**src/psd_pkg.sv**
```systemverilog
`timescale 1ns / 1ps
// ----------------------------------------------------------------------------
// psd_pkg
// Shared types, constants and width helpers for the point-to-segment
// squared distance pipeline.
// ----------------------------------------------------------------------------
package psd_pkg;

   localparam int AXES           = 3;
   localparam int DIR_BITS       = 16;
   localparam int OUT_BITS       = 50;
   localparam int MAG_BITS       = OUT_BITS / 2;
   localparam int RSP_TDATA_BITS = ((OUT_BITS + 7) / 8) * 8;
   localparam int RSP_TUSER_BITS = 3;

   // pipeline stage positions
   localparam int NUM_STAGES   = 8;
   localparam int ST_DOT_MUL   = 0;
   localparam int ST_DOT_SUM   = 1;
   localparam int ST_SCALE_MUL = 2;
   localparam int ST_PROJ      = 3;
   localparam int ST_TEST      = 4;
   localparam int ST_PICK      = 5;
   localparam int ST_SQUARE    = 6;
   localparam int ST_SUM       = 7;

   typedef logic [NUM_STAGES-1:0] stage_en_type;

   typedef enum logic [1:0] {
      KIND_PROJ  = 2'd0,
      KIND_START = 2'd1,
      KIND_END   = 2'd2
   } kind_type;

   // rounded projection parameter t
   function automatic int t_bits(int cb, int dfb);
      return cb + 20 - dfb;
   endfunction

   // rounded offset t * dir along one axis
   function automatic int off_bits(int cb, int dfb);
      int w;
      w = t_bits(cb, dfb) + DIR_BITS - dfb + 1;
      return (w > 2) ? w : 2;
   endfunction

   // projected point coordinate
   function automatic int q_bits(int cb, int dfb);
      int ob;
      ob = off_bits(cb, dfb);
      return ((cb > ob) ? cb : ob) + 1;
   endfunction

endpackage

```
**src/psd_norm.sv**
```systemverilog
`timescale 1ns / 1ps
// ----------------------------------------------------------------------------
// psd_norm
// Two stages: per-axis squares, then the sum with saturation. The last
// stage is the result register.
// ----------------------------------------------------------------------------
module psd_norm (
   input  logic                          clock,
   input  psd_pkg::stage_en_type         stage_en,
   input  logic [psd_pkg::MAG_BITS-1:0]  mag_in [psd_pkg::AXES],
   input  logic                          big_in,
   input  psd_pkg::kind_type             kind_in,
   output logic [psd_pkg::OUT_BITS-1:0]  distance_sq,
   output psd_pkg::kind_type             nearest_kind,
   output logic                          saturated
);
   import psd_pkg::*;

   localparam int SUM_BITS = OUT_BITS + 2;

   // stage 7: squares
   logic [OUT_BITS-1:0] sq_in [AXES];
   logic [OUT_BITS-1:0] sq_ff [AXES];
   logic                big_ff;
   kind_type            kind7_ff;

   always_comb begin
      for (int i = 0; i < AXES; i++) begin
         sq_in[i] = OUT_BITS'(mag_in[i]) * OUT_BITS'(mag_in[i]);
      end
   end

   always_ff @(posedge clock) begin
      if (stage_en[ST_SQUARE]) begin
         sq_ff    <= sq_in;
         big_ff   <= big_in;
         kind7_ff <= kind_in;
      end
   end

   // stage 8: sum and clamp
   logic [SUM_BITS-1:0] sum;
   logic                sat_in;
   logic                sat_ff;
   logic [OUT_BITS-1:0] dist_in;
   logic [OUT_BITS-1:0] dist_ff;
   kind_type            kind8_ff;

   always_comb begin
      sum     = SUM_BITS'(sq_ff[0]) + SUM_BITS'(sq_ff[1]) + SUM_BITS'(sq_ff[2]);
      sat_in  = big_ff | (|sum[SUM_BITS-1:OUT_BITS]);
      dist_in = sat_in ? {OUT_BITS{1'b1}} : sum[OUT_BITS-1:0];
   end

   always_ff @(posedge clock) begin
      if (stage_en[ST_SUM]) begin
         dist_ff  <= dist_in;
         sat_ff   <= sat_in;
         kind8_ff <= kind7_ff;
      end
   end

   assign distance_sq  = dist_ff;
   assign nearest_kind = kind8_ff;
   assign saturated    = sat_ff;

endmodule

```
**config.mk**
```make
export PLATFORM = sky130hd
export DESIGN_NAME = psd_norm
export DESIGN_NICKNAME = d
export VERILOG_FILES = /design/src/psd_pkg.sv /design/src/psd_norm.sv
export SDC_FILE = /design/constraint.sdc
export NUM_CORES = 2
export LEC_CHECK = 0
export ABC_AREA = 1
export BUFFER_PORTS_ARGS = -buffer_cell sky130_fd_sc_hd__buf_2
export CAP_MARGIN = 20
export CORE_MARGIN = 10
export CORE_UTILIZATION = 41
export DETAILED_ROUTE_END_ITERATION = 10
export PLACE_DENSITY_LB_ADDON = 0.25
export SLEW_MARGIN = 10
export SYNTH_ARGS = -nofsm -noshare
export SYNTH_HDL_FRONTEND = slang
export SYNTH_SLANG_ARGS = --single-unit
```
**constraint.sdc**
```tcl
create_clock -name clock -period 6.5 [get_ports clock]
set_input_delay 0 -clock clock [delete_from_list [all_inputs] [get_ports clock]]
set_output_delay 0 -clock clock [all_outputs]
set_load 0.01 [all_outputs]
```
Yosys cells after proc, flatten, opt, wreduce, memory -nomap -nowiden
Index checks and enable logic that the tools add are counted.
{ "word_totals": {"regBits": 206, "elab_cells": 15} }
{ "op_classes": {"add_sub_neg": 2, "n_mul": 3, "n_bitwise": 1, "n_reduce_logical": 1} }
{ "op_table": {"columns": ["op", "count"], "rows": [
  ["multiplier 25 x 25 -> 50 bit", 3],
  ["adder 51 x 50 -> 52 bit", 1],
  ["adder 50 x 50 -> 51 bit", 1],
  ["OR reduction 2 bit", 1],
  ["OR 1 bit", 1]
]} }

Longest topological paths before layout
{ "depth": {"word_depth": 4, "ltp_mapped": 30, "depth_no_buf": 28} }

Worst setup path after synthesis
OpenSTA, ideal clock, no wires.
{ "synth_timing": {"kind": "input to register", "from": "in mag_in[28] (netlist bit)", "to": "reg sq_ff[88] (netlist bit), data pin", "setup_ns": 0.253, "arrival_ns": 5.728, "required_ns": 6.247, "setup_slack_ns": 0.519, "stages": 27, "path_buffers": 2, "path_cell_list": "clkbuf_1 -> clkbuf_1 -> nand2_1 -> fa_1 -> inv_1 -> fa_1 -> inv_1 -> fa_1 -> inv_1 -> fa_1 -> inv_1 -> fa_1 -> inv_1 -> fa_1 -> inv_1 -> fa_1 -> inv_1 -> ha_1 -> nand2_1 -> nor2_1 -> inv_1 -> nor2_1 -> inv_1 -> nor4_1 -> nand3_1 -> nand4_1 -> nand2_1"} }
{ "synth_rtl": {"columns": ["item", "line", "source"], "rows": [
  ["start: declaration", "psd_norm.sv:10", "input logic [psd_pkg::MAG_BITS-1:0] mag_in [psd_pkg::AXES],"],
  ["end signal: assignment", "psd_norm.sv:35", "sq_ff <= sq_in;"],
  ["end: declaration", "psd_norm.sv:23", "logic [OUT_BITS-1:0] sq_ff [AXES];"]
]} }

==> metrics <==
status finished clean; minimum clock period ~6.0 ns; fin crit share approximately 90%; DRT Pass-1 Iters 6; CTS Sinks 203; sequential fraction of the synthesis area 8.893%; Mapped Area roughly 0.069 mm2; Worst-Margin Slew 1.072 ns; Final setup viols 0; RSZ-0062 raised after global routing no; Post-DRT Antenna Nets 0; routed len/inst 16.41 um; PostCTS Resize Cnt 0; setup_tns 0 ns; Crit. End Element flip-flop; # rows 150; Multi-input gate area ~0.051 mm2; final hold vios 0; number of max-cap violations 0; # IOs 140; Max H-tree Level 1; largest net degree at the start of global routing 83; drc violations 0; P&R area growth vs syn 7.237%; # fillers 16920; GPL Wtd Cong 0.9258; clock latency on the worst-skew pair between 0.5 and 0.6 ns; final cell area excluding filler cells between 0.07 and 0.08 mm2; GRT Total Usage 19.77%; critical path class in2reg; Yosys reg bits around 200; synth warn 0; share of cells above drive strength 1 under 10%; global-route wire length before repair ~300000 um; Fmax achieved roughly 0.17 GHz; worst-path maximum fanout 20; type of origin of the critical path input pin; commonest non-fill, non-tap cell in the layout inv_1; clock root buffer clkbuf_16; die width around 430 um; Tightest Hold Check Type in2reg; Fin Clk Skew around 0.012 ns; CTS tree done; Iter 0 DRT Violations between 3000 and 4000; core area 0.1667 mm2; most frequent cells in the layout inv_1 (2853), nand2_1 (1787), fa_1 (1448), ha_1 (611), nor2_1 (399); setup bufs post-CTS 0; initial antenna violation count 12; Overflow after GRT 0; Netlist cell types 36; WP data arrival between 6 and 7 ns; vias in the first global route 55490; Synth Instances 8520; Post-layout nets about 11000; Die Span Y roughly 430 um; drt total wl 178700 um; Storage cell area between 0.006 and 0.007 mm2; initial core utilization about 41%; WHS between 0.07 and 0.08 ns; Max Transition Viols Final 0; area post-placement between 0.07 and 0.08 mm2; vias per inst between 4 and 5; port bufs between 100 and 150; worst path required time about 6.8 ns; CTS buffer count 22; buffer depth of the longest clock path 3; total number of vias about 51000; Syn Area/Cell just over 8 um2; Die Footprint around 0.18 mm2; Slew headroom between 20% and 30%; Final HPWL DP between 150000 and 200000 um; Clk pin slew, worst setup/hold paths approximately 0.06 ns
## what timing repair did
action	CTS	global route
setup endpoints to repair	0	0
endpoints found under the hold margin	19	0
hold buffers	4	0
## routing by layer
metal  GRT usage (%)  up-vias  wire length [um]
li1                -    24650                 -
met1           28.90    25380             84410
met2           32.48     1208             82490
met3           1.417      195              8002
met4           3.600        0              3820
met5               0        -                 0
## registers in the layout, summed over array words and instances, names as in the netlist
signal,flops
kind7_ff,2
saturated,1
distance_sq,50
sq_ff,147
big_ff,1
nearest_kind,2
## cell usage after synthesis
master,count,share of area [%]
buf_2,5,0.036
a21boi_0,13,0.14
nand2_2,4,0.036
nand3_2,22,0.32
nor4_1,10,0.091
inv_2,5,0.027
ha_1,611,11
o21bai_1,29,0.32
o21ai_1,2,0.015
nor3_1,31,0.23
o21a_1,11,0.12
nand3_1,206,1.5
nor2_2,7,0.064
nor3_2,1,0.015
nand3b_1,1,0.011
nand2_1,1788,9.8
o311ai_0,1,0.013
a21oi_1,264,1.9
inv_1,2853,16
nor2_8,1,0.029
or2_2,5,0.046
a31oi_1,7,0.064
o21ai_0,135,0.99
xor2_1,109,1.4
conb_1,1,0.0055
edfxtp_1,203,8.9
fa_1,1448,42
o211ai_1,2,0.022
buf_6,5,0.082
clkbuf_1,206,1.1
and2_1,5,0.046
a21o_1,17,0.19
buf_1,1,0.0055
nor2_1,399,2.2
nand4_1,61,0.56
xnor2_1,51,0.65
## final timing paths
check / from / endpoint / slack [ns] / cells after the start
worst max register to register: sq_ff[45] / distance_sq[40] / 2.90 / 13
worst min register to register: kind7_ff[1] / nearest_kind[1] / 0.42 / 0
worst min-delay path: mag_in[25] / sq_ff[50] / 0.08 / 2
worst max-delay path: mag_in[10] / sq_ff[34] / 0.47 / 23
## through the flow
| step | utilization [%] | std cells | setup slack, ns |
|---|---|---|---|
| CTS | 44.09 | 10890 | 0.5034 |
| global placement | 43.65 | 10850 | -0.1314 |
| global route | 44.10 | 10890 | 0.08906 |
| floorplan | - | 8522 | 0.5193 |
| detailed placement | 43.65 | 10850 | -0.06177 |
| finish | 44.11 | 10890 | 0.4694 |
## kinds of logic after synthesis
kind of cell	Yosys count	share of synthesized area, %
xor gates and xnor gates	160	2.044
other	1	0.005471
buffers and inverters	3075	16.90
and+or+nand+nor	2541	14.92
DFF	203	8.893
adders and majority gates	2059	53.44
AOI/OAI and AO/OA	481	3.793
## worst max-delay path: stages
cell and delay [ns]:
buf_2 0.47, nand2_1 0.24, fa_1 0.56, inv_1 0.06
fa_1 0.50, fa_1 0.59, ha_1 0.16, inv_1 0.05
fa_1 0.47, inv_1 0.06, fa_1 0.53, inv_1 0.05
fa_1 0.51, inv_1 0.05, ha_1 0.36, nand2_1 0.11
o21ai_0 0.53, a21oi_1 0.18, o21ai_0 0.16, buf_4 0.17
nand3_1 0.06, nand2_1 0.08, xor2_1 0.39
## area by class of cell
class	count	area share, %
repair buffers	341	3.205
well taps	2204	3.751
inverters	2858	14.59
clock buffers	23	0.7540
flip-flops and latches	203	8.293
diodes	6	0.02043
clock inverters	15	0.1719
multi-input cells	5244	69.21
Power is not shown: default switching activity piles up to over one toggle a cycle in this logic, so the estimate is an artifact.
