--- src/psd_pkg.sv ---
`timescale 1ns / 1ps
// ----------------------------------------------------------------------------
// psd_pkg
// Shared types, constants and width helpers for the point-to-segment
// squared distance pipeline.
// ----------------------------------------------------------------------------
package psd_pkg;

   localparam int AXES           = 3;
   localparam int DIR_BITS       = 16;
   localparam int OUT_BITS       = 50;
   localparam int MAG_BITS       = OUT_BITS / 2;
   localparam int RSP_TDATA_BITS = ((OUT_BITS + 7) / 8) * 8;
   localparam int RSP_TUSER_BITS = 3;

   // pipeline stage positions
   localparam int NUM_STAGES   = 8;
   localparam int ST_DOT_MUL   = 0;
   localparam int ST_DOT_SUM   = 1;
   localparam int ST_SCALE_MUL = 2;
   localparam int ST_PROJ      = 3;
   localparam int ST_TEST      = 4;
   localparam int ST_PICK      = 5;
   localparam int ST_SQUARE    = 6;
   localparam int ST_SUM       = 7;

   typedef logic [NUM_STAGES-1:0] stage_en_type;

   typedef enum logic [1:0] {
      KIND_PROJ  = 2'd0,
      KIND_START = 2'd1,
      KIND_END   = 2'd2
   } kind_type;

   // rounded projection parameter t
   function automatic int t_bits(int cb, int dfb);
      return cb + 20 - dfb;
   endfunction

   // rounded offset t * dir along one axis
   function automatic int off_bits(int cb, int dfb);
      int w;
      w = t_bits(cb, dfb) + DIR_BITS - dfb + 1;
      return (w > 2) ? w : 2;
   endfunction

   // projected point coordinate
   function automatic int q_bits(int cb, int dfb);
      int ob;
      ob = off_bits(cb, dfb);
      return ((cb > ob) ? cb : ob) + 1;
   endfunction

endpackage

--- src/psd_select.sv ---
`timescale 1ns / 1ps
// ----------------------------------------------------------------------------
// psd_select
// Two stages: per-axis outside and nearer-endpoint tests on Q, then the
// first-axis pick, the difference vector and its per-axis magnitude.
// ----------------------------------------------------------------------------
module psd_select #(
   parameter int  COORD_BITS    = 24,
   parameter int  DIR_FRAC_BITS = 14,
   localparam int Q_BITS        = psd_pkg::q_bits(COORD_BITS, DIR_FRAC_BITS)
) (
   input  logic                         clock,
   input  psd_pkg::stage_en_type        stage_en,
   input  logic signed [Q_BITS-1:0]     q_in  [psd_pkg::AXES],
   input  logic signed [COORD_BITS-1:0] p_in  [psd_pkg::AXES],
   input  logic signed [COORD_BITS-1:0] s_in  [psd_pkg::AXES],
   input  logic signed [COORD_BITS-1:0] e_in  [psd_pkg::AXES],
   output logic [psd_pkg::MAG_BITS-1:0] mag_out [psd_pkg::AXES],
   output logic                         big_out,
   output psd_pkg::kind_type            kind_out
);
   import psd_pkg::*;

   localparam int QD_BITS   = Q_BITS + 1;
   localparam int DIFF_BITS = (Q_BITS + 1 > MAG_BITS + 1) ? Q_BITS + 1 : MAG_BITS + 1;

   // stage 5: axis tests
   logic signed [Q_BITS-1:0]     qs [AXES];
   logic signed [Q_BITS-1:0]     qe [AXES];
   logic signed [QD_BITS-1:0]    dqs [AXES];
   logic signed [QD_BITS-1:0]    dqe [AXES];
   logic [QD_BITS-1:0]           adqs [AXES];
   logic [QD_BITS-1:0]           adqe [AXES];
   logic [AXES-1:0]              outside_in;
   logic [AXES-1:0]              outside_ff;
   logic [AXES-1:0]              near_start_in;
   logic [AXES-1:0]              near_start_ff;
   logic signed [Q_BITS-1:0]     q5_ff [AXES];
   logic signed [COORD_BITS-1:0] p5_ff [AXES];
   logic signed [COORD_BITS-1:0] s5_ff [AXES];
   logic signed [COORD_BITS-1:0] e5_ff [AXES];

   always_comb begin
      for (int i = 0; i < AXES; i++) begin
         qs[i]   = Q_BITS'(s_in[i]);
         qe[i]   = Q_BITS'(e_in[i]);
         outside_in[i] = (q_in[i] > qs[i] && q_in[i] > qe[i]) ||
                         (q_in[i] < qs[i] && q_in[i] < qe[i]);
         dqs[i]  = QD_BITS'(q_in[i]) - QD_BITS'(qs[i]);
         dqe[i]  = QD_BITS'(q_in[i]) - QD_BITS'(qe[i]);
         adqs[i] = dqs[i][QD_BITS-1] ? QD_BITS'(-dqs[i]) : QD_BITS'(dqs[i]);
         adqe[i] = dqe[i][QD_BITS-1] ? QD_BITS'(-dqe[i]) : QD_BITS'(dqe[i]);
         near_start_in[i] = adqs[i] < adqe[i];
      end
   end

   always_ff @(posedge clock) begin
      if (stage_en[ST_TEST]) begin
         outside_ff    <= outside_in;
         near_start_ff <= near_start_in;
         q5_ff         <= q_in;
         p5_ff         <= p_in;
         s5_ff         <= s_in;
         e5_ff         <= e_in;
      end
   end

   // stage 6: first qualifying axis wins; build P - X and its magnitude
   kind_type                    kind_in;
   kind_type                    kind_ff;
   logic signed [Q_BITS-1:0]    ref_pt [AXES];
   logic signed [DIFF_BITS-1:0] diff   [AXES];
   logic [DIFF_BITS-1:0]        adiff  [AXES];
   logic [MAG_BITS-1:0]         mag_in [AXES];
   logic [MAG_BITS-1:0]         mag_ff [AXES];
   logic                        big_in;
   logic                        big_ff;

   always_comb begin
      kind_in = KIND_PROJ;
      for (int i = AXES - 1; i >= 0; i--) begin
         if (outside_ff[i]) begin
            if (near_start_ff[i]) begin
               kind_in = KIND_START;
            end else begin
               kind_in = KIND_END;
            end
         end
      end
      big_in = 1'b0;
      for (int i = 0; i < AXES; i++) begin
         unique case (kind_in)
            KIND_START: ref_pt[i] = Q_BITS'(s5_ff[i]);
            KIND_END:   ref_pt[i] = Q_BITS'(e5_ff[i]);
            default:    ref_pt[i] = q5_ff[i];
         endcase
         diff[i]   = DIFF_BITS'(p5_ff[i]) - DIFF_BITS'(ref_pt[i]);
         adiff[i]  = diff[i][DIFF_BITS-1] ? DIFF_BITS'(-diff[i]) : DIFF_BITS'(diff[i]);
         mag_in[i] = adiff[i][MAG_BITS-1:0];
         big_in    = big_in | (|adiff[i][DIFF_BITS-1:MAG_BITS]);
      end
   end

   always_ff @(posedge clock) begin
      if (stage_en[ST_PICK]) begin
         kind_ff <= kind_in;
         mag_ff  <= mag_in;
         big_ff  <= big_in;
      end
   end

   assign mag_out  = mag_ff;
   assign big_out  = big_ff;
   assign kind_out = kind_ff;

endmodule

--- config.mk ---
export PLATFORM = sky130hd
export DESIGN_NAME = psd_select
export DESIGN_NICKNAME = d
export VERILOG_FILES = /design/src/psd_pkg.sv /design/src/psd_select.sv
export SDC_FILE = /design/constraint.sdc
export NUM_CORES = 2
export LEC_CHECK = 0
export BUFFER_PORTS_ARGS = -buffer_cell sky130_fd_sc_hd__buf_2
export CAP_MARGIN = 0
export CORE_ASPECT_RATIO = 1.75
export CORE_MARGIN = 2
export CORE_UTILIZATION = 55
export CTS_CLUSTER_DIAMETER = 60
export DETAILED_ROUTE_END_ITERATION = 6
export GPL_TIMING_DRIVEN = 1
export MAX_ROUTING_LAYER = met4
export PLACE_DENSITY = 0.75
export RECOVER_POWER = 50
export SYNTH_ARGS = -nofsm -noshare
export SYNTH_HDL_FRONTEND = slang
export SYNTH_SLANG_ARGS = --single-unit
--- constraint.sdc ---
create_clock -name clock -period 18.55 [get_ports clock]
set_input_delay 1.855 -clock clock [delete_from_list [all_inputs] [get_ports clock]]
set_output_delay 1.855 -clock clock [all_outputs]
set_load 0.005 [all_outputs]
* Yosys cells after proc, flatten, opt, wreduce, memory -nomap -nowiden
Index checks and enable logic that the tools add are counted.
Operators by class: $add $sub $neg 18, $lt $le $gt $ge 15, equality and inequality tests 2, mux-type cells 18, bitwise operators 2, reductions and logical operators 12
Operators by type and width (count):
- $mux 35 | 9
- $neg 35->35 | 9
- $sub 34x24->35 | 6
- $gt 34x24->1 | 6
- $lt 34x24->1 | 6
- $pmux 34 s2 | 3
- $lt 35x35->1 | 3
- $sub 24x34->35 | 3
- $reduce_or 10->1 | 3
- $mux 2 | 6
- $logic_and 1x1->1 | 6
- $logic_or 1x1->1 | 3
- $eq 2x1->1 const B | 1
- $eq 2x2->1 const B | 1
- $or 1x1->1 | 2
Storage, ports and cells: bits in registers 402, bits of input ports 327, output and inout port bits 78, word-level logic and storage cells 86

* Depth between registers and ports, before layout
word-level depth 12, depth in mapped cells 33, gate-level depth less buffers 31

* Worst setup path after synthesis
Ideal clock, no wire load.
path type in2reg, start in q_in[34] in the netlist's numbering, end reg near_start_ff[1], data pin, setup time 180 ps, arrival time 7594 ps, data required time 18370 ps, setup slack 10776 ps, stages 30, buffers on the path 1, cell sequence inv_1 ha_1 inv_1 fa_1 a21o_1 a221o_1 a21oi_1 o2111ai_1 a311o_1 a41oi_1 o21ai_0 a21o_1 a21oi_1 nand2b_1 a31o_2 clkbuf_1 o21ai_0 ha_1 a21o_1 a21o_1 a21o_1 a21o_1 a21o_1 a21o_1 a21o_1 a21o_1 a21oi_1 o221ai_1 a221o_1 a221oi_1
On the way: word-level cells in the longest chain between the ends 4
Ends and longest elaborated chain:
- start: declaration | line psd_select.sv:14 | input logic signed [Q_BITS-1:0] q_in [psd_pkg::AXES],
- $sub 34x24->35 (on tied branches) | line psd_select.sv:49, psd_select.sv:50
- $neg 35->35 (on tied branches) | line psd_select.sv:51, psd_select.sv:52
- $mux 35 (on tied branches) | line psd_select.sv:51, psd_select.sv:52
- $lt 35x35->1 * | line psd_select.sv:53 | near_start_in[i] = adqs[i] < adqe[i];
- net near_start_in[1] | line psd_select.sv:36 | logic [AXES-1:0] near_start_in;
- end signal: assignment | line psd_select.sv:60 | near_start_ff <= near_start_in;
- end: declaration | line psd_select.sv:37 | logic [AXES-1:0] near_start_ff;
Mark *: on every way through the listed nets, which the timed path passes. The rest lies on a longest branch. A chain may end at the register's enable or synchronous reset.

* Worst setup path in the final report
Ends and elaborated chain as after synthesis.

==> metrics.txt <==
Inst Count DP 5907; Synth top area share 0.294; cell mode on critical path a21o_1; Post-synth EDFFs about 400; Crit Path Category in -> reg; core area between 0.07 and 0.08 sq mm; FFs w/ async S/R, synth 0; Post-Syn Instances between 4000 and 5000; Placer Congestion ~1.0; Final TNS setup 0 ns; routed vias/inst around 6.4; CTS sink count ~400; Worst Path Required 18.94 ns; Remaining Overflow, GRT 0; die area just under 0.08 sq mm; Post-Syn Area per Cell 8.71 sq um; Final Critical Period 8.75 ns; largest net degree at the start of global routing approximately 100; CTS tree done; Starting Density 0.554; Critical R2R Launch near_start_ff[2]; Routed Antenna Nets 0; area leader, netlist edfxtp_1; layout cells sized above 1 0.0669; Final HPWL DP between 100000 and 150000 um; # rows around 130; Slew Limit Fails around 100; Post-route DRC 0; status complete, but fails checks; non-filler cells, final about 6000; vias in the first global route about 38000; Syn. warnings 0; Root Buffer clkbuf_16; hold_sp near_start_ff[0]; crit path launch q_in[34]; Chip Height ~370 um; number of top-level pins about 400; pwr dens a little under 200 mW/mm^2; WL/cell 22.5 um; drt first-iter violations between 2000 and 3000; Final Hold Viols 0; initial antenna violation count 24; main flop type after synthesis edfxtp_1; postcts setup bufs 0; gr usage total 0.351; multi-input logic area about 0.027 sq mm; CTS buffer count 40; Post-CTS Resized 0; Worst Path Arrival ~9.1 ns; worst-case reg-to-reg path depth 23; failing checks max-capacitance violations, max-slew violations; via count around 38000; DRT Pass-1 Iters 6; ranking of synthesized cells by area edfxtp_1, ha_1, xnor2_1; fmax about 110 MHz; crit path capture type register; area delta synth->final 9.48%; HP Class reg -> reg; Hold-fix buffers, CTS 0; Max VDD drop ~0.13 mV; post-synthesis sequential area ratio 0.294; period utilisation layout 0.472; Worst setup SP type input port; mapped cell area just over 0.04 sq mm; Clock transition at path regs about 0.070 ns; RSZ-0062 raised after global routing no; hold path depth 2; first-pass GRT wire length ~200000 um; Max H-tree Level 2; leakage between 15 and 20 nW; final wirelength roughly 140000 um; Worst Skew approximately 0.024 ns; Critical Path Max Stage Delay just over 0.5 ns; IO buf count between 300 and 400; # setup viols final 0; worst skew pair latency around 0.60 ns; flops & latches, synth 402; FF/Latch Area about 0.012 sq mm; Crit Path Max Fanout 23; count of cell types in the netlist 95; Critical Path Slowest Stage Cell a31o_2; die width between 200 and 250 um; Max transition margin -2.76; # fillers slightly below 7000; number of nets in the layout approximately 5800; Slew @ Worst Pin 5.63 ns; Post-Syn Nets 5468; Clock Tree Buf Depth 3; max_cap viols 1
-- path summary, 6_finish.rpt --
kind / endpoint / slack, ns
worst max-delay path: near_start_ff[1] / 9.80
worst min-delay path: kind_out[1] / 0.79
worst max register to register: big_out / 11.07
worst min register to register: kind_out[1] / 0.79
-- logic make-up (layout without fill, tap and decap cells) --
kind of cell | count (synthesis) | in the layout | share of synthesized area
AO/OA/AOI/OAI | 1515 | 1515 | 0.243
AND/OR/NAND/NOR | 1380 | 1380 | 0.174
XOR/XNOR | 498 | 498 | 0.106
buffers and inverters | 457 | 787 | 0.0423
adder cells (fa/ha/maj) | 430 | 430 | 0.133
flip-flops | 402 | 402 | 0.294
multiplexers | 29 | 29 | 0.00732
other | 0 | 24 | 0
-- layout make-up --
class / instances / area share
multi-input combinational: 3852 / 0.607
sequential: 402 / 0.269
timing repair buffer: 422 / 0.0418
tap: 938 / 0.0261
inverter: 293 / 0.0245
clock buffer: 46 / 0.0228
clock inverter: 26 / 0.00758
antenna: 24 / 0.00134
-- synth_stat cells (16+ instances only) --
cell type,count
clkbuf_1,149
ha_1,421
or4_1,17
a221o_1,81
nor3_1,116
and2_1,49
nor3b_1,17
o211ai_1,29
or3_1,46
or2_2,29
nor2b_1,70
nand3_1,119
nor4_1,35
a221oi_1,16
a31oi_1,54
o21ai_0,365
a31o_2,16
and4_1,24
and3_1,51
nand2_1,305
a21o_1,179
a211o_1,19
xor2_1,204
o31ai_1,48
nand2b_1,77
edfxtp_1,402
nand4_1,92
xnor2_1,294
o21a_1,47
mux2i_1,21
nor2_1,281
o21bai_1,44
a211oi_1,40
inv_1,292
a21oi_1,381
-- cells in the final DEF, fill, tap and decap left out, types with 29 or more instances in the layout --
cell type,synthesis,routed
a211oi_1,40,40
a21o_1,179,179
a21oi_1,381,380
a221o_1,81,81
a31oi_1,54,53
and2_1,49,49
and3_1,51,51
buf_2,8,163
clkbuf_1,149,241
clkbuf_16,0,40
edfxtp_1,402,402
ha_1,421,419
inv_1,292,292
nand2_1,305,305
nand2b_1,77,77
nand3_1,119,119
nand4_1,92,92
nor2_1,281,281
nor2b_1,70,70
nor3_1,116,116
nor4_1,35,35
o211ai_1,29,29
o21a_1,47,47
o21ai_0,365,365
o21bai_1,44,44
o31ai_1,48,47
or2_2,29,29
or3_1,46,46
xnor2_1,294,294
xor2_1,204,204
-- state kept, by name, indices dropped and copies added (netlist names) --
| register | count |
|---|---|
| near_start_ff | 3 |
| mag_out | 75 |
| big_out | 1 |
| e5_ff | 72 |
| kind_out | 2 |
| q5_ff | 102 |
| s5_ff | 72 |
| p5_ff | 72 |
| outside_ff | 3 |
-- worst max-delay path, delay by kind of cell --
kind	cells	cell delay (ns)
AO/OA/AOI/OAI	23	5.96
adder cells (fa/ha/maj)	3	0.91
buffers and inverters	3	0.23
AND/OR/NAND/NOR	1	0.15
-- stage by stage --
step | power, W | area, sq um | utilization | hold WS [ns] | worst slack (ns)
floorplan | 0.00607 | 41000 | - | 0.609 | 10.78
global placement | 0.00774 | 43800 | 0.592 | 0.734 | 9.41
detailed placement | 0.00783 | 43800 | 0.592 | 0.767 | 9.37
CTS | 0.00872 | 45100 | 0.610 | 0.777 | 9.96
global route | 0.00944 | 44900 | 0.607 | 0.808 | 9.55
finish | 0.00878 | 44900 | 0.607 | 0.793 | 9.80
-- power breakdown --
group	leakage (nW)	internal (W)	total (W)	switching, W
sequential	3.93	0.00136	0.00142	0.0000633
combinational	13.7	0.00242	0.00649	0.00407
clock	0.648	0.000487	0.000865	0.000378
total	18.3	0.00427	0.00878	0.00451
-- metal layers --
layer,vias to the layer above,GRT usage,part of all wire
met1,17894,0.337,0.34
li1,18333,-,-
met5,-,-,0
met3,518,0.0391,0.056
met2,1378,0.638,0.51
met4,0,0.273,0.089
No activity file was read; power rests on OpenSTA's default activity.
